### src/hdl/yuyv_to_rgb_decimating_macros.svh
// ----------------------------------------------------------------------------
// yuyv_to_rgb_decimating_macros
// assertion macros used by the converter top level
// ----------------------------------------------------------------------------
`ifndef YUYV_TO_RGB_DECIMATING_MACROS_SVH
`define YUYV_TO_RGB_DECIMATING_MACROS_SVH

`ifndef ASSERT_OFF

`define YRGB_ASSERT_SAME(lbl, ante, cons, msg) \
  lbl: assert property (@(posedge clk) disable iff (!rst_n) (ante) |-> (cons)) \
    else $error(msg);

`define YRGB_ASSERT_NEXT(lbl, ante, cons, msg) \
  lbl: assert property (@(posedge clk) disable iff (!rst_n) (ante) |=> (cons)) \
    else $error(msg);

`else

`define YRGB_ASSERT_SAME(lbl, ante, cons, msg)

`define YRGB_ASSERT_NEXT(lbl, ante, cons, msg)

`endif

`endif

### src/hdl/yrgb_pkg.sv
// ----------------------------------------------------------------------------
// yrgb_pkg
// types and constants of the yuyv to rgb converter
// ----------------------------------------------------------------------------
package yrgb_pkg;

  localparam int unsigned PIX_W     = 8;
  localparam int unsigned CFG_W     = 13;
  localparam int unsigned DEC_W     = 4;
  localparam int unsigned POS_W     = 12;
  localparam int unsigned ROWCNT_W  = 13;
  localparam int unsigned PHASE_W   = 3;
  localparam int unsigned CFG_IDX_W = 2;

  localparam logic [CFG_W-1:0]    MAX_LINE_WORDS = 13'd4096;
  localparam logic [CFG_W-1:0]    MAX_ROWS       = 13'd4096;
  localparam logic [CFG_W-1:0]    MAX_WIDTH      = 13'd4096;
  localparam logic [DEC_W-1:0]    MAX_DECIMATION = 4'd8;
  localparam logic [POS_W-1:0]    PAIRS_SAT      = 12'd4095;
  localparam logic [ROWCNT_W-1:0] ROWS_SAT       = 13'd8191;

  localparam logic [CFG_W-1:0] RST_LINE_WORDS = 13'd960;
  localparam logic [CFG_W-1:0] RST_OUT_WIDTH  = 13'd960;
  localparam logic [CFG_W-1:0] RST_OUT_HEIGHT = 13'd540;
  localparam logic [DEC_W-1:0] RST_DECIMATION = 4'd2;

  localparam logic signed [17:0] COEF_RV = 18'sd359;
  localparam logic signed [17:0] COEF_GU = 18'sd88;
  localparam logic signed [17:0] COEF_GV = 18'sd183;
  localparam logic signed [17:0] COEF_BU = 18'sd454;
  localparam logic signed [8:0]  CHROMA_OFFSET = 9'sd128;
  localparam logic signed [10:0] BYTE_MAX      = 11'sd255;
  localparam int unsigned        FRAC_BITS     = 8;

  typedef enum logic [CFG_IDX_W-1:0] {
    CFG_LINE_WORDS = 2'd0,
    CFG_OUT_WIDTH  = 2'd1,
    CFG_OUT_HEIGHT = 2'd2,
    CFG_DECIMATION = 2'd3
  } cfg_idx_t;

  typedef struct packed {
    logic [PIX_W-1:0] luma_first;
    logic [PIX_W-1:0] chroma_blue;
    logic [PIX_W-1:0] luma_second;
    logic [PIX_W-1:0] chroma_red;
  } yuyv_t;

  typedef struct packed {
    logic [POS_W-1:0] column;
    logic [POS_W-1:0] row;
    logic             second_valid;
    logic             end_of_row;
  } meta_t;

  typedef struct packed {
    logic  valid;
    yuyv_t pix;
    meta_t meta;
  } stage_t;

  typedef struct packed {
    logic [PIX_W-1:0] red;
    logic [PIX_W-1:0] green;
    logic [PIX_W-1:0] blue;
  } rgb_t;

endpackage

### src/hdl/yrgb_if.sv
// ----------------------------------------------------------------------------
// yrgb_if
// valid/ready channels for yuyv words and rgb results
// ----------------------------------------------------------------------------
interface yrgb_in_if;
  import yrgb_pkg::*;

  logic             valid;
  logic             ready;
  logic [PIX_W-1:0] luma_first;
  logic [PIX_W-1:0] chroma_blue;
  logic [PIX_W-1:0] luma_second;
  logic [PIX_W-1:0] chroma_red;
  logic             start_of_frame;

  modport source (
    output valid, luma_first, chroma_blue, luma_second, chroma_red, start_of_frame,
    input  ready
  );
  modport sink (
    input  valid, luma_first, chroma_blue, luma_second, chroma_red, start_of_frame,
    output ready
  );
endinterface

interface yrgb_out_if;
  import yrgb_pkg::*;

  logic             valid;
  logic             ready;
  logic [PIX_W-1:0] red_first;
  logic [PIX_W-1:0] green_first;
  logic [PIX_W-1:0] blue_first;
  logic [PIX_W-1:0] red_second;
  logic [PIX_W-1:0] green_second;
  logic [PIX_W-1:0] blue_second;
  logic             second_valid;
  logic [POS_W-1:0] out_column;
  logic [POS_W-1:0] out_row;
  logic             end_of_row;

  modport source (
    output valid, red_first, green_first, blue_first, red_second, green_second,
           blue_second, second_valid, out_column, out_row, end_of_row,
    input  ready
  );
  modport sink (
    input  valid, red_first, green_first, blue_first, red_second, green_second,
           blue_second, second_valid, out_column, out_row, end_of_row,
    output ready
  );
endinterface

### src/hdl/yrgb_ctrl.sv
// ----------------------------------------------------------------------------
// yrgb_ctrl
// config registers, line and frame counters, decimation and input register
// ----------------------------------------------------------------------------
module yrgb_ctrl (
  input  logic                               clk,
  input  logic                               rst_n,
  input  logic                               cfg_we,
  input  yrgb_pkg::cfg_idx_t                 cfg_index,
  input  logic [yrgb_pkg::CFG_W-1:0]         cfg_data,
  input  logic                               in_valid,
  output logic                               in_ready,
  input  yrgb_pkg::yuyv_t                    in_pix,
  input  logic                               in_sof,
  input  logic                               advance,
  output yrgb_pkg::stage_t                   stage
);
  import yrgb_pkg::*;

  logic [CFG_W-1:0]    line_words_r, out_width_r, out_height_r;
  logic [DEC_W-1:0]    decimation_r;
  logic [CFG_W-1:0]    lw, ow, oh;
  logic [DEC_W-1:0]    dec;

  logic [POS_W-1:0]    word_in_line_r, word_in_line_nxt, wil;
  logic [PHASE_W-1:0]  pair_phase_r, pair_phase_nxt, pp;
  logic [POS_W-1:0]    kept_pairs_r, kept_pairs_nxt, kp;
  logic [PHASE_W-1:0]  row_phase_r, row_phase_nxt, rp;
  logic [ROWCNT_W-1:0] kept_rows_r, kept_rows_nxt, kr;

  logic [CFG_W:0]      col;
  logic                keep, line_end, accept;
  stage_t              stage_r, stage_nxt;

  // effective register values
  always_comb begin
    if (line_words_r == '0) begin
      lw = CFG_W'(1);
    end else if (line_words_r > MAX_LINE_WORDS) begin
      lw = MAX_LINE_WORDS;
    end else begin
      lw = line_words_r;
    end
    if (decimation_r == '0) begin
      dec = DEC_W'(1);
    end else if (decimation_r > MAX_DECIMATION) begin
      dec = MAX_DECIMATION;
    end else begin
      dec = decimation_r;
    end
    ow = (out_width_r > MAX_WIDTH) ? MAX_WIDTH : out_width_r;
    oh = (out_height_r > MAX_ROWS) ? MAX_ROWS : out_height_r;
  end

  assign accept   = in_valid && in_ready;
  assign in_ready = !stage_r.valid || advance;

  // counters after start of frame clear
  always_comb begin
    wil = in_sof ? '0 : word_in_line_r;
    pp  = in_sof ? '0 : pair_phase_r;
    kp  = in_sof ? '0 : kept_pairs_r;
    rp  = in_sof ? '0 : row_phase_r;
    kr  = in_sof ? '0 : kept_rows_r;
  end

  assign col  = {1'b0, kp, 1'b0};
  assign keep = (rp == '0) && (pp == '0) && (kr < oh) && (col < {1'b0, ow});

  always_comb begin
    stage_nxt = stage_r;
    if (accept) begin
      stage_nxt.valid             = keep;
      stage_nxt.pix               = in_pix;
      stage_nxt.meta.column       = col[POS_W-1:0];
      stage_nxt.meta.row          = kr[POS_W-1:0];
      stage_nxt.meta.second_valid = (col + (CFG_W+1)'(1)) < {1'b0, ow};
      stage_nxt.meta.end_of_row   = ((col + (CFG_W+1)'(2)) >= {1'b0, ow})
                                  || (({1'b0, wil} + CFG_W'(dec)) >= lw);
    end else if (advance) begin
      stage_nxt.valid = 1'b0;
    end
  end

  assign line_end = ({1'b0, wil} + CFG_W'(1)) >= lw;

  always_comb begin
    kept_pairs_nxt   = ((pp == '0) && (kp != PAIRS_SAT)) ? kp + POS_W'(1) : kp;
    pair_phase_nxt   = (({1'b0, pp} + DEC_W'(1)) >= dec) ? '0 : pp + PHASE_W'(1);
    word_in_line_nxt = wil + POS_W'(1);
    row_phase_nxt    = rp;
    kept_rows_nxt    = kr;
    if (line_end) begin
      word_in_line_nxt = '0;
      pair_phase_nxt   = '0;
      kept_pairs_nxt   = '0;
      if ((rp == '0) && (kr != ROWS_SAT)) begin
        kept_rows_nxt = kr + ROWCNT_W'(1);
      end
      row_phase_nxt = (({1'b0, rp} + DEC_W'(1)) >= dec) ? '0 : rp + PHASE_W'(1);
    end
  end

  always_ff @(posedge clk) begin
    if (!rst_n) begin
      line_words_r   <= RST_LINE_WORDS;
      out_width_r    <= RST_OUT_WIDTH;
      out_height_r   <= RST_OUT_HEIGHT;
      decimation_r   <= RST_DECIMATION;
      word_in_line_r <= '0;
      pair_phase_r   <= '0;
      kept_pairs_r   <= '0;
      row_phase_r    <= '0;
      kept_rows_r    <= '0;
      stage_r.valid  <= 1'b0;
    end else begin
      if (cfg_we) begin
        unique case (cfg_index)
          CFG_LINE_WORDS: line_words_r <= cfg_data;
          CFG_OUT_WIDTH:  out_width_r  <= cfg_data;
          CFG_OUT_HEIGHT: out_height_r <= cfg_data;
          CFG_DECIMATION: decimation_r <= cfg_data[DEC_W-1:0];
        endcase
      end
      if (accept) begin
        word_in_line_r <= word_in_line_nxt;
        pair_phase_r   <= pair_phase_nxt;
        kept_pairs_r   <= kept_pairs_nxt;
        row_phase_r    <= row_phase_nxt;
        kept_rows_r    <= kept_rows_nxt;
      end
      stage_r.valid <= stage_nxt.valid;
    end
    stage_r.pix  <= stage_nxt.pix;
    stage_r.meta <= stage_nxt.meta;
  end

  assign stage = stage_r;

endmodule

### src/hdl/yrgb_conv.sv
// ----------------------------------------------------------------------------
// yrgb_conv
// integer bt.601 conversion of one yuyv pair to two rgb pixels
// ----------------------------------------------------------------------------
module yrgb_conv (
  input  yrgb_pkg::yuyv_t pix,
  input  logic            second_valid,
  output yrgb_pkg::rgb_t  rgb_first,
  output yrgb_pkg::rgb_t  rgb_second
);
  import yrgb_pkg::*;

  logic signed [8:0]  u, v;
  logic signed [17:0] u_ext, v_ext;
  logic signed [17:0] r_prod, g_prod, b_prod;
  logic signed [9:0]  r_off, g_off, b_off;

  function automatic logic [PIX_W-1:0] clamp_byte(input logic signed [10:0] s);
    logic [PIX_W-1:0] res;
    if (s < 11'sd0) begin
      res = '0;
    end else if (s > BYTE_MAX) begin
      res = BYTE_MAX[PIX_W-1:0];
    end else begin
      res = s[PIX_W-1:0];
    end
    return res;
  endfunction

  function automatic rgb_t make_pixel(input logic [PIX_W-1:0] y,
                                      input logic signed [9:0] ro,
                                      input logic signed [9:0] go,
                                      input logic signed [9:0] bo);
    logic signed [10:0] ys;
    rgb_t               px;
    ys       = $signed({3'b000, y});
    px.red   = clamp_byte(ys + 11'(ro));
    px.green = clamp_byte(ys - 11'(go));
    px.blue  = clamp_byte(ys + 11'(bo));
    return px;
  endfunction

  assign u      = $signed({1'b0, pix.chroma_blue}) - CHROMA_OFFSET;
  assign v      = $signed({1'b0, pix.chroma_red}) - CHROMA_OFFSET;
  assign u_ext  = 18'(u);
  assign v_ext  = 18'(v);
  assign r_prod = v_ext * COEF_RV;
  assign g_prod = u_ext * COEF_GU + v_ext * COEF_GV;
  assign b_prod = u_ext * COEF_BU;

  // arithmetic shift, rounds toward minus infinity
  assign r_off = r_prod[17:FRAC_BITS];
  assign g_off = g_prod[17:FRAC_BITS];
  assign b_off = b_prod[17:FRAC_BITS];

  assign rgb_first  = make_pixel(pix.luma_first, r_off, g_off, b_off);
  assign rgb_second = second_valid ? make_pixel(pix.luma_second, r_off, g_off, b_off)
                                   : '0;

endmodule

### src/hdl/yuyv_to_rgb_decimating.sv
// ----------------------------------------------------------------------------
// yuyv_to_rgb_decimating
// decimating yuyv to rgb converter, top level
// ----------------------------------------------------------------------------
// Takes one YUYV pair word per cycle, with no gaps between words, while the
// result register is empty or read by the sink; words that fall outside the
// kept grid are consumed without a result. The line and frame counters tag a
// kept word with its output position on its way into the input register, and
// the constant-coefficient color math runs from there into the result
// register once it is free or being read. While a result waits for the sink the
// input register still takes one more word; only then does the input stall.
// There is no clearing pass after reset.
`include "yuyv_to_rgb_decimating_macros.svh"

module yuyv_to_rgb_decimating (
  input  logic                       clk,
  input  logic                       rst_n,
  input  logic                       cfg_we,
  input  yrgb_pkg::cfg_idx_t         cfg_index,
  input  logic [yrgb_pkg::CFG_W-1:0] cfg_data,
  yrgb_in_if.sink                    in_chan,
  yrgb_out_if.source                 out_chan
);
  import yrgb_pkg::*;

  yuyv_t  in_pix;
  stage_t stage;
  rgb_t   rgb_first, rgb_second;
  rgb_t   first_r, second_r;
  meta_t  meta_r;
  logic   out_valid_r, out_valid_nxt;
  logic   advance;

  assign in_pix = '{luma_first:  in_chan.luma_first,
                    chroma_blue: in_chan.chroma_blue,
                    luma_second: in_chan.luma_second,
                    chroma_red:  in_chan.chroma_red};

  assign advance = stage.valid && (!out_valid_r || out_chan.ready);

  yrgb_ctrl u_ctrl (
    .clk       (clk),
    .rst_n     (rst_n),
    .cfg_we    (cfg_we),
    .cfg_index (cfg_index),
    .cfg_data  (cfg_data),
    .in_valid  (in_chan.valid),
    .in_ready  (in_chan.ready),
    .in_pix    (in_pix),
    .in_sof    (in_chan.start_of_frame),
    .advance   (advance),
    .stage     (stage)
  );

  yrgb_conv u_conv (
    .pix          (stage.pix),
    .second_valid (stage.meta.second_valid),
    .rgb_first    (rgb_first),
    .rgb_second   (rgb_second)
  );

  always_comb begin
    out_valid_nxt = out_valid_r;
    if (advance) begin
      out_valid_nxt = 1'b1;
    end else if (out_chan.ready) begin
      out_valid_nxt = 1'b0;
    end
  end

  always_ff @(posedge clk) begin
    if (!rst_n) begin
      out_valid_r <= 1'b0;
    end else begin
      out_valid_r <= out_valid_nxt;
    end
    if (advance) begin
      first_r  <= rgb_first;
      second_r <= rgb_second;
      meta_r   <= stage.meta;
    end
  end

  assign out_chan.valid        = out_valid_r;
  assign out_chan.red_first    = first_r.red;
  assign out_chan.green_first  = first_r.green;
  assign out_chan.blue_first   = first_r.blue;
  assign out_chan.red_second   = second_r.red;
  assign out_chan.green_second = second_r.green;
  assign out_chan.blue_second  = second_r.blue;
  assign out_chan.second_valid = meta_r.second_valid;
  assign out_chan.out_column   = meta_r.column;
  assign out_chan.out_row      = meta_r.row;
  assign out_chan.end_of_row   = meta_r.end_of_row;

  `YRGB_ASSERT_SAME(a_second_blank, out_valid_r && !meta_r.second_valid, second_r == '0, "second pixel not blanked")
  `YRGB_ASSERT_SAME(a_no_overrun, stage.valid && out_valid_r && !out_chan.ready, !in_chan.ready, "input taken while pipeline full")
  `YRGB_ASSERT_NEXT(a_result_loaded, advance, out_valid_r, "stage moved but no result held")
  `YRGB_ASSERT_SAME(a_even_column, out_valid_r, !meta_r.column[0], "odd first column")

endmodule

### src/flat_wrapper.sv
// flat-port wrapper written by rule: the top's interface ports become plain ports
module yuyv_to_rgb_decimating_flat import yrgb_pkg::*;
  (clk, rst_n, cfg_we, cfg_index, cfg_data, in_chan_valid, in_chan_luma_first, in_chan_chroma_blue, in_chan_luma_second, in_chan_chroma_red, in_chan_start_of_frame, in_chan_ready, out_chan_valid, out_chan_red_first, out_chan_green_first, out_chan_blue_first, out_chan_red_second, out_chan_green_second, out_chan_blue_second, out_chan_second_valid, out_chan_out_column, out_chan_out_row, out_chan_end_of_row, out_chan_ready);
  yrgb_in_if in_chan_i ();
  yrgb_out_if out_chan_i ();
  input  logic clk;
  input  logic rst_n;
  input  logic cfg_we;
  input  yrgb_pkg::cfg_idx_t cfg_index;
  input  logic [yrgb_pkg::CFG_W-1:0] cfg_data;
  input wire logic [$bits(in_chan_i.valid)-1:0] in_chan_valid;
  input wire logic [$bits(in_chan_i.luma_first)-1:0] in_chan_luma_first;
  input wire logic [$bits(in_chan_i.chroma_blue)-1:0] in_chan_chroma_blue;
  input wire logic [$bits(in_chan_i.luma_second)-1:0] in_chan_luma_second;
  input wire logic [$bits(in_chan_i.chroma_red)-1:0] in_chan_chroma_red;
  input wire logic [$bits(in_chan_i.start_of_frame)-1:0] in_chan_start_of_frame;
  output wire logic [$bits(in_chan_i.ready)-1:0] in_chan_ready;
  output wire logic [$bits(out_chan_i.valid)-1:0] out_chan_valid;
  output wire logic [$bits(out_chan_i.red_first)-1:0] out_chan_red_first;
  output wire logic [$bits(out_chan_i.green_first)-1:0] out_chan_green_first;
  output wire logic [$bits(out_chan_i.blue_first)-1:0] out_chan_blue_first;
  output wire logic [$bits(out_chan_i.red_second)-1:0] out_chan_red_second;
  output wire logic [$bits(out_chan_i.green_second)-1:0] out_chan_green_second;
  output wire logic [$bits(out_chan_i.blue_second)-1:0] out_chan_blue_second;
  output wire logic [$bits(out_chan_i.second_valid)-1:0] out_chan_second_valid;
  output wire logic [$bits(out_chan_i.out_column)-1:0] out_chan_out_column;
  output wire logic [$bits(out_chan_i.out_row)-1:0] out_chan_out_row;
  output wire logic [$bits(out_chan_i.end_of_row)-1:0] out_chan_end_of_row;
  input wire logic [$bits(out_chan_i.ready)-1:0] out_chan_ready;
  assign in_chan_i.valid = in_chan_valid;
  assign in_chan_i.luma_first = in_chan_luma_first;
  assign in_chan_i.chroma_blue = in_chan_chroma_blue;
  assign in_chan_i.luma_second = in_chan_luma_second;
  assign in_chan_i.chroma_red = in_chan_chroma_red;
  assign in_chan_i.start_of_frame = in_chan_start_of_frame;
  assign in_chan_ready = in_chan_i.ready;
  assign out_chan_valid = out_chan_i.valid;
  assign out_chan_red_first = out_chan_i.red_first;
  assign out_chan_green_first = out_chan_i.green_first;
  assign out_chan_blue_first = out_chan_i.blue_first;
  assign out_chan_red_second = out_chan_i.red_second;
  assign out_chan_green_second = out_chan_i.green_second;
  assign out_chan_blue_second = out_chan_i.blue_second;
  assign out_chan_second_valid = out_chan_i.second_valid;
  assign out_chan_out_column = out_chan_i.out_column;
  assign out_chan_out_row = out_chan_i.out_row;
  assign out_chan_end_of_row = out_chan_i.end_of_row;
  assign out_chan_i.ready = out_chan_ready;
  yuyv_to_rgb_decimating u_core (.clk(clk), .rst_n(rst_n), .cfg_we(cfg_we), .cfg_index(cfg_index), .cfg_data(cfg_data), .in_chan(in_chan_i), .out_chan(out_chan_i));
endmodule
### config.mk
export PLATFORM = sky130hd
export DESIGN_NAME = yuyv_to_rgb_decimating_flat
export DESIGN_NICKNAME = d
export VERILOG_FILES = /design/src/hdl/yrgb_pkg.sv /design/src/hdl/yrgb_if.sv /design/src/hdl/yrgb_ctrl.sv /design/src/hdl/yrgb_conv.sv /design/src/hdl/yuyv_to_rgb_decimating.sv /design/src/flat_wrapper.sv
export VERILOG_INCLUDE_DIRS = /design/src /design/src/hdl
export SDC_FILE = /design/constraint.sdc
export NUM_CORES = 1
export LEC_CHECK = 0
export ABC_AREA = 1
export BUFFER_PORTS_ARGS = -buffer_cell sky130_fd_sc_hd__buf_2
export CORE_UTILIZATION = 35
export DETAILED_ROUTE_END_ITERATION = 10
export PLACE_DENSITY = 0.49
export SYNTH_ARGS = -nofsm -noshare
export SYNTH_HDL_FRONTEND = slang
export SYNTH_SLANG_ARGS = --single-unit
### constraint.sdc
create_clock -name clk -period 6.9 [get_ports clk]
set_clock_uncertainty 0.1 [all_clocks]
set_input_delay 1.38 -clock clk [delete_from_list [all_inputs] [get_ports clk]]
set_output_delay 1.38 -clock clk [all_outputs]
set_load 0.02 [all_outputs]
Word-level counts from Yosys, hierarchy flattened --
Cells that the tools add are included.
Word-level totals: bits in registers 218, input port bits 53, logic and storage cells 139
Cells by class: $add $sub $neg 20, multiply operators 4, $lt $le $gt $ge 24, eq/ne operators 5, muxes and demuxes 30, bitwise gates (word level) 1, reductions and logical operators 26
Operators by type and width (number):
- two-way mux 13 bit | 7
- greater-than comparator 11 x 9 -> 1 bit (second input constant) | 6
- < comparator 11 x 1 -> 1 bit (second input constant) | 6
- two-way mux 12 bit | 5
- two-way mux 8 bit | 6
- adder 9 x 10 -> 11 bit | 4
- greater-than comparator 13 bit (second input constant) | 3
- greater-or-equal comparator 13 bit | 2
- < comparator 13 bit | 2
- adder 12 x 1 -> 12 bit (second input constant) | 2
- subtractor 9 x 10 -> 11 bit | 2
- adder 17 x 18 -> 18 bit | 1
- multiplier 9 x 10 -> 18 bit (second input constant) | 1
- multiplier 9 x 9 -> 18 bit (second input constant) | 1
- two-way mux 3 bit | 6
- subtractor 8 x 8 -> 9 bit (second input constant) | 2
- multiplier 9 x 9 -> 17 bit (second input constant) | 1
- adder 13 x 1 -> 14 bit (second input constant) | 1
- adder 13 x 2 -> 14 bit (second input constant) | 1
- greater-or-equal comparator 14 x 13 -> 1 bit | 1
- < comparator 14 x 13 -> 1 bit | 1
- multiplier 9 x 5 -> 14 bit (second input constant) | 1
- adder 12 x 1 -> 13 bit (second input constant) | 1
- adder 12 x 4 -> 13 bit | 1
- 22 further kinds | 46

Logic depth before layout (Yosys ltp) --
Gate-level depths: netlist of the first run.
depth in word-level cells 6, gate-level depth with buffers 36, gate-level depth less buffers 36

Hierarchy --
From an unflattened synthesis of the first run, not the netlist that was laid out.
Second synthesis, totals: cell total of the unflattened synthesis 2309, area, all modules 18993.2 um2
Modules (own cells, without submodules):
- yrgb_ctrl | instances 1, cells an instance 1092, area an instance 8480.6 um2, seq. area each 3453.3 um2
- yrgb_conv | instances 1, cells an instance 1136, area an instance 8239.2 um2, seq. area each 0.0 um2
- yuyv_to_rgb_decimating | instances 1, cells an instance 81, area an instance 2273.4 um2, seq. area each 2242.2 um2

Worst setup path before layout of the first run --
Ideal clock, no wire load.
kind register to register, from register, netlist name u_core.u_ctrl.stage[49], to register u_core.first_r, in the netlist u_core.out_chan.blue_first[1], data pin, setup time 0.251 ns, arrival time 5.810 ns, data required time 6.549 ns, path slack 0.739 ns, stages on the path, launching flop included 28, path buffers 1, period minus slack after synthesis 6.161 ns, path through edfxtp_1 clkbuf_1 clkinv_1 ha_1 inv_1 ha_1 inv_1 fa_1 fa_1 inv_1 ha_1 inv_1 o31ai_1 xor2_1 inv_1 fa_1 o21ai_0 a21oi_1 o21bai_1 nand2_1 nand2_1 a21oi_1 nor2_1 nand3_1 nand3_1 nand3_1 nand2_1 inv_1
On the way: longest elaborated chain between the ends 5, elaborated cells between the ends (all ways) 6
RTL lines:
- subtractor 8 x 8 -> 9 bit (*) | RTL line yrgb_conv.sv:43 | assign u = $signed({1'b0, pix.chroma_blue}) - CHROMA_OFFSET;
- multiplier 9 x 9 -> 17 bit (*) | RTL line yrgb_conv.sv:49 | assign b_prod = u_ext * COEF_BU;
- adder 9 x 10 -> 11 bit (*) | RTL line yrgb_conv.sv:39 | px.blue = clamp_byte(ys + 11'(bo));
- greater-than comparator 11 x 9 -> 1 bit | RTL line yrgb_conv.sv:22 | end else if (s > BYTE_MAX) begin
- two-way mux 8 bit | RTL line yrgb_conv.sv:22
- end signal, assigned | RTL line yuyv_to_rgb_decimating.sv:78 | first_r <= rgb_first;
- end, declared | RTL line yuyv_to_rgb_decimating.sv:29 | rgb_t first_r, second_r;
Every way passes the cells marked *; elsewhere a longest branch is shown, timed or not. A chain may end at the register's enable or synchronous reset.

Final worst setup path of the first run --
from register, netlist name u_core.u_ctrl.stage[33], to register u_core.first_r, in the netlist u_core.out_chan.green_first[1], data pin
On the way: longest elaborated chain between the ends 6, elaborated cells between the ends (all ways) 7
RTL lines:
- subtractor 8 x 8 -> 9 bit (*) | RTL line yrgb_conv.sv:44 | assign v = $signed({1'b0, pix.chroma_red}) - CHROMA_OFFSET;
- multiplier 9 x 9 -> 18 bit (*) | RTL line yrgb_conv.sv:48 | assign g_prod = u_ext * COEF_GU + v_ext * COEF_GV;
- adder 17 x 18 -> 18 bit (*) | RTL line yrgb_conv.sv:48
- subtractor 9 x 10 -> 11 bit (*) | RTL line yrgb_conv.sv:38 | px.green = clamp_byte(ys - 11'(go));
- greater-than comparator 11 x 9 -> 1 bit | RTL line yrgb_conv.sv:22
- two-way mux 8 bit | RTL line yrgb_conv.sv:22
Marked as above.

==> results of run 1 <==
-- layout make-up --
type,instances,area share
Multi-Input combinational cell,1579,0.531
Sequential cell,218,0.267
Inverter,434,0.0769
Timing Repair Buffer,158,0.0410
Tap cell,688,0.0406
Clock buffer,37,0.0377
Clock inverter,13,0.00514
Antenna cell,1,0.000118
-- cells in the mapped netlist, drive strengths merged (3+ instances only) --
cell type | number | area share
fa | 75 | 0.080
a22oi | 7 | 0.0028
a31oi | 6 | 0.0020
buf | 9 | 0.0027
or2 | 7 | 0.0023
nor3 | 29 | 0.0083
inv | 432 | 0.087
nor2 | 163 | 0.034
a21o | 4 | 0.0016
o211ai | 14 | 0.0056
xnor2 | 32 | 0.015
a221oi | 3 | 0.0014
nand4 | 34 | 0.012
nor3b | 4 | 0.0016
nand3 | 139 | 0.040
a211oi | 3 | 0.0012
a21oi | 154 | 0.042
o21bai | 16 | 0.0072
ha | 263 | 0.18
nand3b | 11 | 0.0046
clkbuf | 32 | 0.0064
nor4 | 9 | 0.0030
o21a | 4 | 0.0016
a21boi | 4 | 0.0022
o21ai | 103 | 0.028
edfxtp | 130 | 0.21
xor2 | 78 | 0.037
nand2 | 400 | 0.083
dfxtp | 88 | 0.094
-- stage by stage --
stage / area [um^2] / hold slack (ns) / instances
after floorplan: 18700 / 0.300 / 2272
final: 21200 / 0.317 / 3128
after CTS: 21100 / 0.314 / 3114
after detailed placement: 20200 / 0.305 / 3064
after global placement: 20200 / 0.302 / 3064
after global routing: 21200 / 0.319 / 3128
-- state kept, by name (all words and copies together), names as in the netlist, 11 cells and up --
register and flops:
u_core.out_chan.out_row 12, u_core.u_ctrl.stage 58, u_core.u_ctrl.kept_rows_r 13, u_core.u_ctrl.out_width_r 13
u_core.out_chan.out_column 11, u_core.u_ctrl.kept_pairs_r 12, u_core.u_ctrl.word_in_line_r 12, u_core.u_ctrl.out_height_r 13
u_core.u_ctrl.line_words_r 13
-- power groups by stage --
stage               registers (mW)  logic, mW  clock network, mW
floorplan                     1.97       5.80                  0
global placement              1.86       7.83                  0
detailed placement            1.86       7.85                  0
CTS                           1.83       7.92               1.49
global route                  1.84       9.04               1.53
finish                        1.83       7.88               1.44
-- worst register-to-register path, delay by kind of cell (launching register included) --
family / cells / cell delay, ns
xor+xnor: 2 / 0.43
simple gates: 13 / 1.05
compound gates: 3 / 0.47
flops: 1 / 0.38
fa+ha+maj: 7 / 2.98
buf+inv: 8 / 0.66
-- cell usage in the layout, fill, tap and decap left out, types with 14 or more instances in the layout --
cell type  netlist  layout
a21oi_1        150     148
buf_2            7     127
buf_4            2      31
clkbuf_16        0      28
dfxtp_1         88      88
edfxtp_1       130     130
fa_1            75      75
ha_1           263     263
inv_1          429     428
nand2_1        378     378
nand2_2         22      22
nand3_1        127     127
nand4_1         31      31
nor2_1         156     156
nor3_1          27      27
o211ai_1        14      14
o21ai_0         97      97
o21bai_1        14      14
xnor2_1         32      31
xor2_1          78      78
-- metal layers --
layer,GRT usage,part of all wire
met1,0.253,0.47
met2,0.321,0.46
met3,0.0206,0.036
met4,0.0562,0.026
met5,0,0
-- how the worst max path moves through the flow --
stage / from / end / slack, ns / cells after the start
floorplan: u_core.u_ctrl.stage[49] / u_core.out_chan.blue_first[1] / 0.74 / 27
global placement: u_core.u_ctrl.stage[27] / u_core.out_chan.red_first[0] / 0.39 / 26
detailed placement: u_core.u_ctrl.stage[27] / u_core.out_chan.red_first[0] / 0.26 / 26
CTS: u_core.u_ctrl.stage[27] / u_core.out_chan.red_first[0] / 0.20 / 26
global route: u_core.u_ctrl.stage[33] / u_core.out_chan.green_first[6] / 0.008 / 33
finish: u_core.u_ctrl.stage[33] / u_core.out_chan.green_first[1] / 0.57 / 33
-- logic make-up after synthesis --
logic type / share of synthesized area
DFF: 0.303
and+or+nand+nor: 0.191
adders and majority gates: 0.256
AOI/OAI and AO/OA: 0.102
xor gates and xnor gates: 0.0515
other: 0.000201
buffers and inverters: 0.0962
-- repair_timing --
action | in CTS | in global routing
endpoints found under the setup margin | 0 | 16
hold buffers | 0 | 0
resized for setup | 0 | 2
buffers inserted | 0 | 13
==> metrics.cfg, run 1 <==
[pwr]
swShare = 0.509
comb_power_share = 0.707
power.clock.fraction = 0.129
cellInternalPower_mw = 5.48
p_leak_nw = 10.5
seqPwrFrac = 0.164
switchingPower_mw = 5.67
power_density_nw_per_um2 = 526
peakVddDrop_v = 0.000469
total_power_mw = 11.1

[timing]
tns_ns = 0
finalCritPeriodShare = 0.918
setup_slack_ns = 0.565
slew_violations = 0
max_clock_freq_mhz = 158
hold_viol = 0
worst_pin_slew_ns = 0.960
setup_violations = 0
slew_headroom = 0.360
period_minus_slack_ns = 6.33
rsz0062_at_grt = false

[routing]
drt_iter0_drc = 716
wire_per_inst_um = 16.3
num_vias = 15300
routed_wl_um = 51000
drc = 0
firstDrtPassIters = 7
viasPerCell = 4.88
ant_nets = 0

[worst_hold_path]
hold_depth = 0
min_to = u_core.out_chan.out_row[3]
worstHoldStart = u_core.u_ctrl.stage[5]
min_path_type = register to register

[floorplanning]
fp.dieH_um = 233
fp.dieW_um = 233
dieArea_um2 = 54400
io-pin-count = 129
start_util = 0.355
rows = 84
core_um2 = 52700

[cts]
cts_buffer_depth = 3
clock_latency_ns = 0.58
path_clk_slew_ns = 0.06
cts.htree.levels = 1
cts_made_buffers = 27
cts_sinks = 218
tritoncts = built
cts-root-buf = clkbuf_16

[synth]
ys_ff_latch = 218
synth_ff_type = edfxtp_1
synth.avg_cell_area_um2 = 8.23
netlist_instances = 2272
yosysWarnings = 0
syn-cell-area_um2 = 18700
synth_cell_types = 59
async_reset_ff_frac = 0
synth_edf_count = 130
synth.net_count = 2663
seq_area_frac_synth = 0.303

[setup_path]
critPathMaxStageDelay_ns = 0.53
reg2reg_depth = 33
cp_max_fo = 8
critPathSlowestCell = fa_1
cp-end-kind = register
cp-start-kind = register
r2r_slack_ns = 0.57
critPathBufInv = 8
r2r-end = u_core.out_chan.green_first[1]
path_class = register to register
crit_arrival_ns = 6.57
timing.rr.start = u_core.u_ctrl.stage[33]
crit_required_ns = 7.13
crit_family = adder cells

[placement]
gp_congestion = 0.904
dp_hpwl_um = 40800
portBuffers = 127
dp_slack_ns = 0.255

[cells_and_area]
utilization = 0.402
fin_nets = 2809
final-seq-area_um2 = 5670
multi_input_area_um2 = 11300
fillers = 5373
area_growth_pct = 13.3
drive_above_1_share = 0.113

[global_routing]
grt_pass1_vias = 15200
gr-total-overflow = 0
grt_use_total = 0.190
grt_max_degree = 66
antenna_found_initial = 1
grt_first_pass_wirelength_um = 81000

[run_status]
status = finished, final reports clean

[job]
cap_violations = 0

Note: power is estimated with default switching activity, not from simulation.
==> inputs of run 2 (changes only) <==
--- a/config.mk
+++ b/config.mk
@@ -6,7 +6,6 @@
 export SDC_FILE = /design/constraint.sdc
 export NUM_CORES = 1
 export LEC_CHECK = 0
-export ABC_AREA = 1
 export BUFFER_PORTS_ARGS = -buffer_cell sky130_fd_sc_hd__buf_2
 export CORE_UTILIZATION = 35
 export DETAILED_ROUTE_END_ITERATION = 10
==> run 2 against run 1 <==
Synthesized cell count is 14% lower. Sequential share of layout area hardly changed. Register-to-register slack worse by 0.41 ns. Total power is 8.3% higher. Cell count is 10% lower. Routed wire length is 2.0% lower. Global-route usage is 0.44 points lower. Combinational power is 9.3% higher. Setup slack worse by 0.41 ns. Sequential cell count stayed put. Highest routed layer unchanged.
==> metrics.cfg, run 2 <==
[floorplanning]
fp.dieW_um = 231  ; -0.81%
start_util = 0.356  ; +0.00126
rows = 83  ; -1.2%
dieArea_um2 = 53500  ; -1.6%
io-pin-count = 129  ; unchanged
fp.dieH_um = 231  ; -0.81%
core_um2 = 51600  ; -2.0%

[cts]
cts-root-buf = clkbuf_16
cts.htree.levels = 1  ; unchanged
cts_hold_buf = 0  ; unchanged
cts_sinks = 218  ; unchanged
path_clk_slew_ns = 0.06  ; about the same
cts_made_buffers = 28  ; +3.7%
tritoncts = built
clock_latency_ns = 0.57  ; about the same
cts_buffer_depth = 3  ; unchanged

[cells_and_area]
layout_commonest_cell = ha_1
finalNonFillerCells = 2813  ; -10%
postLayoutCellArea_um2 = 21200  ; about the same
final_cell_mix = 257 x ha_1, 221 x inv_1, 207 x nand2_1
fillers = 5082  ; -5.4%
largest_reg_flops = 58  ; unchanged
drive_above_1_share = 0.146  ; +0.0331
antenna_cells = 0  ; -1
fin_nets = 2502  ; -11%
area_growth_pct = 15.3

[timing]
worst_pin_slew_ns = 0.900  ; -0.0601 ns
tns_ns = 0  ; unchanged
finalCritPeriodShare = 0.978  ; +0.0595
slew_violations = 0  ; unchanged
setup_slack_ns = 0.154  ; -0.411 ns
max_clock_freq_mhz = 148  ; -6.1%
period_minus_slack_ns = 6.75  ; +0.411 ns
hold_viol = 0  ; unchanged
setup_violations = 0  ; unchanged
rsz0062_at_grt = true
slew_headroom = 0.400  ; +0.0400

[synth]
synth_area_leaders = edfxtp_1 21%, ha_1 18%, dfxtp_1 9.6%
synth_ff_type = edfxtp_1
ys_top_cells_by_count = 263 x ha_1, 228 x inv_1, 207 x nand2_1, 154 x a21oi_1, 130 x edfxtp_1
synth.avg_cell_area_um2 = 9.40  ; +14%
yosysWarnings = 0  ; unchanged
synth.net_count = 2348  ; -12%
syn-cell-area_um2 = 18400  ; -1.6%
seq_area_frac_synth = 0.308  ; +0.00503
synth_top_area_cell = edfxtp_1
netlist_instances = 1957  ; -14%
synth_cell_types = 99  ; +68%
async_reset_ff_frac = 0  ; unchanged
yosysTopAreaCellShare = 0.212  ; +0.00347
synth_edf_count = 130  ; unchanged
ys_ff_latch = 218  ; unchanged
yosysMostFrequentCell = ha_1

[pwr]
seqPwrFrac = 0.154  ; -0.010
switchingPower_mw = 5.54  ; -2.3%
swShare = 0.459  ; -0.0498
cellInternalPower_mw = 6.53  ; +19%
p_leak_nw = 9.55  ; -9.0%
power_density_nw_per_um2 = 569  ; +8.2%
comb_power_share = 0.713  ; +0.006
power.clock.fraction = 0.133  ; +0.004
peakVddDrop_v = 0.000417  ; -11%

[global_routing]
grt_use_total = 0.185  ; -0.00438
grt_first_pass_wirelength_um = 78300  ; -3.3%
gr-total-overflow = 0  ; unchanged
grt_max_degree = 62  ; -6.1%
antenna_found_initial = 0  ; -1
grt_pass1_vias = 14100  ; -7.3%

[run_status]
status = finished, final reports clean

[routing]
drt_iter0_drc = 611  ; -15%
drc = 0  ; unchanged
routed_wl_um = 50000  ; -2.0%
num_vias = 14300  ; -6.1%
firstDrtPassIters = 5  ; -2
viasPerCell = 5.10  ; +4.4%
wire_per_inst_um = 17.8  ; +9.0%
ant_nets = 0  ; unchanged

[placement]
dp_hpwl_um = 39400  ; -3.6%
place_inst = 2746  ; -10%
portBuffers = 127  ; unchanged
gp_congestion = 0.908  ; +0.35%
dp_slack_ns = 0.0758  ; -0.179 ns
placed_area_um2 = 20000  ; -0.69%

[worst_hold_path]
hold_depth = 0  ; unchanged
min_path_type = register to register

[job]
cap_violations = 0  ; unchanged

[setup_path]
cp-start-kind = register
cp-end-kind = register
crit_required_ns = 7.11  ; -0.02 ns
cp_max_fo = 8  ; unchanged
path_class = register to register
crit_arrival_ns = 6.95  ; +0.38 ns
r2r_slack_ns = 0.15  ; -0.41 ns
reg2reg_depth = 27  ; -18%

-- run 2: cell count changes in the layout (fill, tap and decap cells not counted), sizes merged, moves of 20 or more --
cell	delta
buf	+20
nand2b	+33
o21ai	-42
nor2b	+48
xnor2	+46
nand3	-93
nor2	-68
o21a	+22
a21o	+41
inv	-205
xor2	-43
nand2	-192
-- run 2: area by class of cell --
type	instances	area (um^2)	area share
clock inverter	20	263	0.0124
multi-input combinational	1456	11800	0.557
inverter	229	863	0.0407
clock buffer	32	737	0.0347
timing repair buffer	178	1020	0.0480
sequential	218	5670	0.267
tap	680	851	0.0401
-- run 2: what timing repair did --
item / CTS / global route
endpoints found under the setup margin: 0 / 26
resized for setup: 0 / 16
setup buffers: 0 / 15
-- run 2: stage by stage --
stage	hold slack [ns]	util	power, mW
after floorplan	0.300	-	8.28
after detailed placement	0.306	0.388	10.2
after global placement	0.302	0.388	10.1
final	0.317	0.411	12.1
after CTS	0.318	0.407	11.8
after global routing	0.324	0.411	13.1
-- run 2: worst paths after layout --
| kind | start | end |
|---|---|---|
| setup / recovery | u_core.u_ctrl.stage[32] | u_core.out_chan.green_second[6] |
| setup reg to reg | u_core.u_ctrl.stage[32] | u_core.out_chan.green_second[6] |
| hold / removal | u_core.u_ctrl.stage[0] | u_core.out_chan.end_of_row |
| hold reg to reg | u_core.u_ctrl.stage[0] | u_core.out_chan.end_of_row |
-- run 2: routing by layer --
layer,wire length (um),vias up,global-route usage
li1,-,7161,-
met1,22800,6818,0.241
met2,24200,296,0.325
met3,1930,58,0.0205
met4,1110,0,0.0480
met5,0,-,0
-- run 2: cell families (layout without fill, tap and decap cells) --
| group | count (synthesis) | after routing | synth area share |
|---|---|---|---|
| muxes | 19 | 19 | 0.0107 |
| adders and majority gates | 344 | 344 | 0.264 |
| xor gates and xnor gates | 114 | 114 | 0.0559 |
| other | 1 | 1 | 0.000204 |
| and+or+nand+nor | 578 | 578 | 0.156 |
| DFF | 218 | 218 | 0.308 |
| AOI/OAI and AO/OA | 400 | 400 | 0.147 |
| buffers and inverters | 283 | 459 | 0.0584 |
-- run 2: worst max-delay path, cell delays in order, from the launching register on --
cell	delay, ns
edfxtp_1	0.46
inv_2	0.11
ha_4	0.21
xnor2_2	0.13
fa_1	0.46
fa_1	0.53
inv_2	0.04
fa_1	0.54
inv_2	0.04
fa_1	0.51
inv_2	0.04
ha_4	0.22
a21o_4	0.23
o21ai_4	0.15
a31oi_4	0.11
o21a_1	0.21
nor2_1	0.11
xor2_1	0.25
ha_1	0.32
o21a_1	0.21
nand3_1	0.08
and2_1	0.14
nand2_2	0.07
o31a_1	0.27
and2_4	0.17
maj3_2	0.31
a21o_4	0.24
a31o_1	0.21
-- run 2: power by group through the flow --
stage               clock, mW  sequential, mW  combinational (mW)
floorplan                   0            2.03                6.25
CTS                      1.65            1.87                8.33
finish                   1.60            1.86                8.61
global placement            0            1.90                8.16
global route             1.70            1.88                9.51
detailed placement          0            1.90                8.26
==> inputs of run 3 (changes only) <==
--- a/config.mk
+++ b/config.mk
@@ -7,6 +7,7 @@
 export NUM_CORES = 1
 export LEC_CHECK = 0
 export BUFFER_PORTS_ARGS = -buffer_cell sky130_fd_sc_hd__buf_2
+export CORE_ASPECT_RATIO = 1.5
 export CORE_UTILIZATION = 35
 export DETAILED_ROUTE_END_ITERATION = 10
 export PLACE_DENSITY = 0.49
==> constraint.sdc (replaced) <==
create_clock -name clk -period 6.9 [get_ports clk]
set_clock_uncertainty 0.1 [all_clocks]
set_input_delay 0.345 -clock clk [delete_from_list [all_inputs] [get_ports clk]]
set_output_delay 0.345 -clock clk [all_outputs]
set_load 0.02 [all_outputs]
==> run 3 against run 2 <==
Utilization is 0.96 points higher. Design area is 2.7% higher. Cell count is 1.6% higher. Non-clock buffer count is 54 higher. Via count is 3.0% higher. Routed wire length is 7.4% higher. Register-to-register slack worse by 0.04 ns. First-iteration DRC count is 7.7% higher. Clock-buffer cell count is 2 lower. Total power is 7.3% higher. Worst hold slack worse by 0.093 ns. Clock power hardly changed. Critical endpoint is now u_core.out_chan.green_second[5].
==> metrics.cfg, run 3 (synthesized netlist as in run 2, its figures left out) <==
[cells_and_area]
area_growth_pct = 18.5
fin_nets = 2554  ; +2.1%
layout_commonest_cell = ha_1
drive_above_1_share = 0.150  ; +0.00399
largest_reg_flops = 58  ; unchanged
final_cell_mix = 255 x ha_1, 223 x inv_1, 207 x nand2_1
antenna_cells = 0  ; unchanged

[routing]
drc = 0  ; unchanged
routed_wl_um = 53700  ; +7.4%
viasPerCell = 5.17  ; +1.4%
firstDrtPassIters = 7  ; +2
drt_iter0_drc = 658  ; +7.7%
num_vias = 14800  ; +3.0%
ant_nets = 0  ; unchanged
route.met2.wl_um = 30000  ; +24%
highest_layer = met4
wl_met1_um = 19700  ; -13%
wl_met3_um = 1660  ; -14%
wire_per_inst_um = 18.8  ; +5.6%

[global_routing]
grt_first_pass_wirelength_um = 81800  ; +4.5%
grt_max_degree = 74  ; +19%
grt_pass1_vias = 15000  ; +6.4%
antenna_found_initial = 0  ; unchanged
grt_use_total = 0.199  ; +0.0133
gr-total-overflow = 0  ; unchanged

[cts]
cts_buffer_depth = 3  ; unchanged
cts_sinks = 218  ; unchanged
clock_latency_ns = 0.57  ; about the same
tritoncts = built
cts-root-buf = clkbuf_16
cts_made_buffers = 26  ; -7.1%
path_clk_slew_ns = 0.06  ; about the same
cts.htree.levels = 1  ; unchanged

[worst_hold_path]
min_to = u_core.u_ctrl.decimation_r[1]
min_path_type = primary input to register
hold_depth = 4  ; +4
worstHoldStart = cfg_index[1]

[setup_path]
crit_arrival_ns = 7.01  ; +0.06 ns
cp_max_fo = 8  ; unchanged
reg2reg_depth = 27  ; unchanged
timing.rr.start = u_core.u_ctrl.stage[32]
cp-start-kind = register
cp-end-kind = register
r2r-end = u_core.out_chan.green_second[5]
r2r_slack_ns = 0.11  ; -0.04 ns
crit_required_ns = 7.13  ; +0.02 ns
path_class = register to register

[pwr]
peakVddDrop_v = 0.000469  ; +13%
total_power_mw = 13.0  ; +7.3%
p_leak_nw = 9.78  ; +2.3%
power_density_nw_per_um2 = 594  ; +4.4%

[floorplanning]
fp.dieH_um = 283  ; +22%
start_util = 0.355  ; -0.00139
rows = 102  ; +23%
fp.dieW_um = 189  ; -18%
dieArea_um2 = 53500  ; about the same
core_um2 = 51800  ; +0.39%
io-pin-count = 129  ; unchanged

[placement]
gp_congestion = 0.885  ; -2.5%
portBuffers = 127  ; unchanged
dp_hpwl_um = 42100  ; +6.9%

[timing]
finalCritPeriodShare = 0.983  ; +0.00577
hold_viol = 0  ; unchanged
holdWs_ns = 0.224  ; -0.0925 ns
period_minus_slack_ns = 6.79  ; +0.0398 ns
slew_headroom = 0.234  ; -0.166
slew_violations = 0  ; unchanged
max_clock_freq_mhz = 147  ; -0.59%
rsz0062_at_grt = true
setup_violations = 0  ; unchanged
worst_pin_slew_ns = 1.15  ; +0.249 ns

[job]
cap_violations = 0  ; unchanged

[run_status]
status = finished, final reports clean

==> run 3: cell types whose count changed in the layout (fill, tap and decap cells not counted), moves of 3 or more <==
cell / previous run / this run
dlygate4sd3_1: 0 / 46
buf_4: 51 / 58
clkinv_2: 7 / 1
clkinv_1: 5 / 1
clkinvlp_4: 2 / 6
a21oi_1: 153 / 150
a21oi_2: 2 / 5
clkbuf_16: 29 / 26
==> run 3: per-layer routing <==
metal | up-vias | global-route usage
li1 | 7244 | -
met1 | 7127 | 0.202
met2 | 306 | 0.401
met3 | 93 | 0.0199
met4 | 0 | 0.0889
met5 | - | 0
==> run 3: cell type report <==
cell class                      instances  area, um^2
Timing Repair Buffer                  232        1540
Fill cell                            5162       30000
Clock inverter                         18         309
Tap cell                              676         846
Inverter                              229         861
Clock buffer                           30         686
Sequential cell                       218        5670
Multi-Input combinational cell       1456       11900
==> run 3: how the worst max path moves through the flow <==
stage | startpoint | depth (start not counted) | to | slack (ns)
2_1_floorplan | u_core.u_ctrl.stage[33] | 27 | u_core.out_chan.green_second[2] | -0.01
3_5_place_dp | u_core.u_ctrl.stage[31] | 25 | u_core.out_chan.green_first[5] | -0.07
6_report | u_core.u_ctrl.stage[32] | 27 | u_core.out_chan.green_second[5] | 0.11
3_3_place_gp | u_core.u_ctrl.stage[32] | 27 | u_core.out_chan.green_second[7] | 0.005
4_1_cts | u_core.u_ctrl.stage[31] | 25 | u_core.out_chan.green_first[5] | 0.03
5_1_grt | u_core.u_ctrl.stage[32] | 25 | u_core.out_chan.green_first[5] | -0.09
==> run 3: what timing repair did <==
action / 4_1_cts / 5_1_grt
setup endpoints to repair: 14 / 22
hold buffers: 46 / 0
endpoints found under the hold margin: 69 / 0
gates resized for setup: 2 / 24
pin swaps: 0 / 38
setup buffers: 2 / 17
==> run 3: stage by stage <==
step,cell area (um^2),std cells,setup WS (ns),TNS [ns],utilization
3_5_place_dp,20100,2746,-0.0675,-0.575,0.387
6_report,21800,2859,0.115,0,0.420
5_1_grt,21800,2859,-0.0853,-1.07,0.420
3_3_place_gp,20100,2746,0.00456,0,0.387
4_1_cts,21500,2842,0.0256,0,0.416
2_1_floorplan,18500,1957,-0.0107,-0.0644,-
==> run 3: critical path, stage by stage (launching register included) <==
cell      delay, ns
edfxtp_1       0.44
inv_2          0.11
ha_4           0.22
xnor2_2        0.14
fa_1           0.51
fa_1           0.50
inv_1          0.05
fa_1           0.49
inv_2          0.04
fa_1           0.55
inv_2          0.05
ha_4           0.25
a21o_4         0.22
o21ai_4        0.15
a31oi_4        0.11
o21a_1         0.20
nor2_1         0.13
xor2_1         0.25
ha_1           0.31
o21a_1         0.23
nand3_1        0.07
and2_4         0.16
nand2_4        0.05
o31a_1         0.31
and2_4         0.17
maj3_2         0.31
a21o_4         0.23
a31o_1         0.22
==> run 3: power by group <==
part	total [mW]	leakage (nW)	internal, mW	switching, mW
registers	1.85	1.96	1.77	0.0758
logic	9.50	7.36	4.13	5.37
clock network	1.60	0.462	0.983	0.618
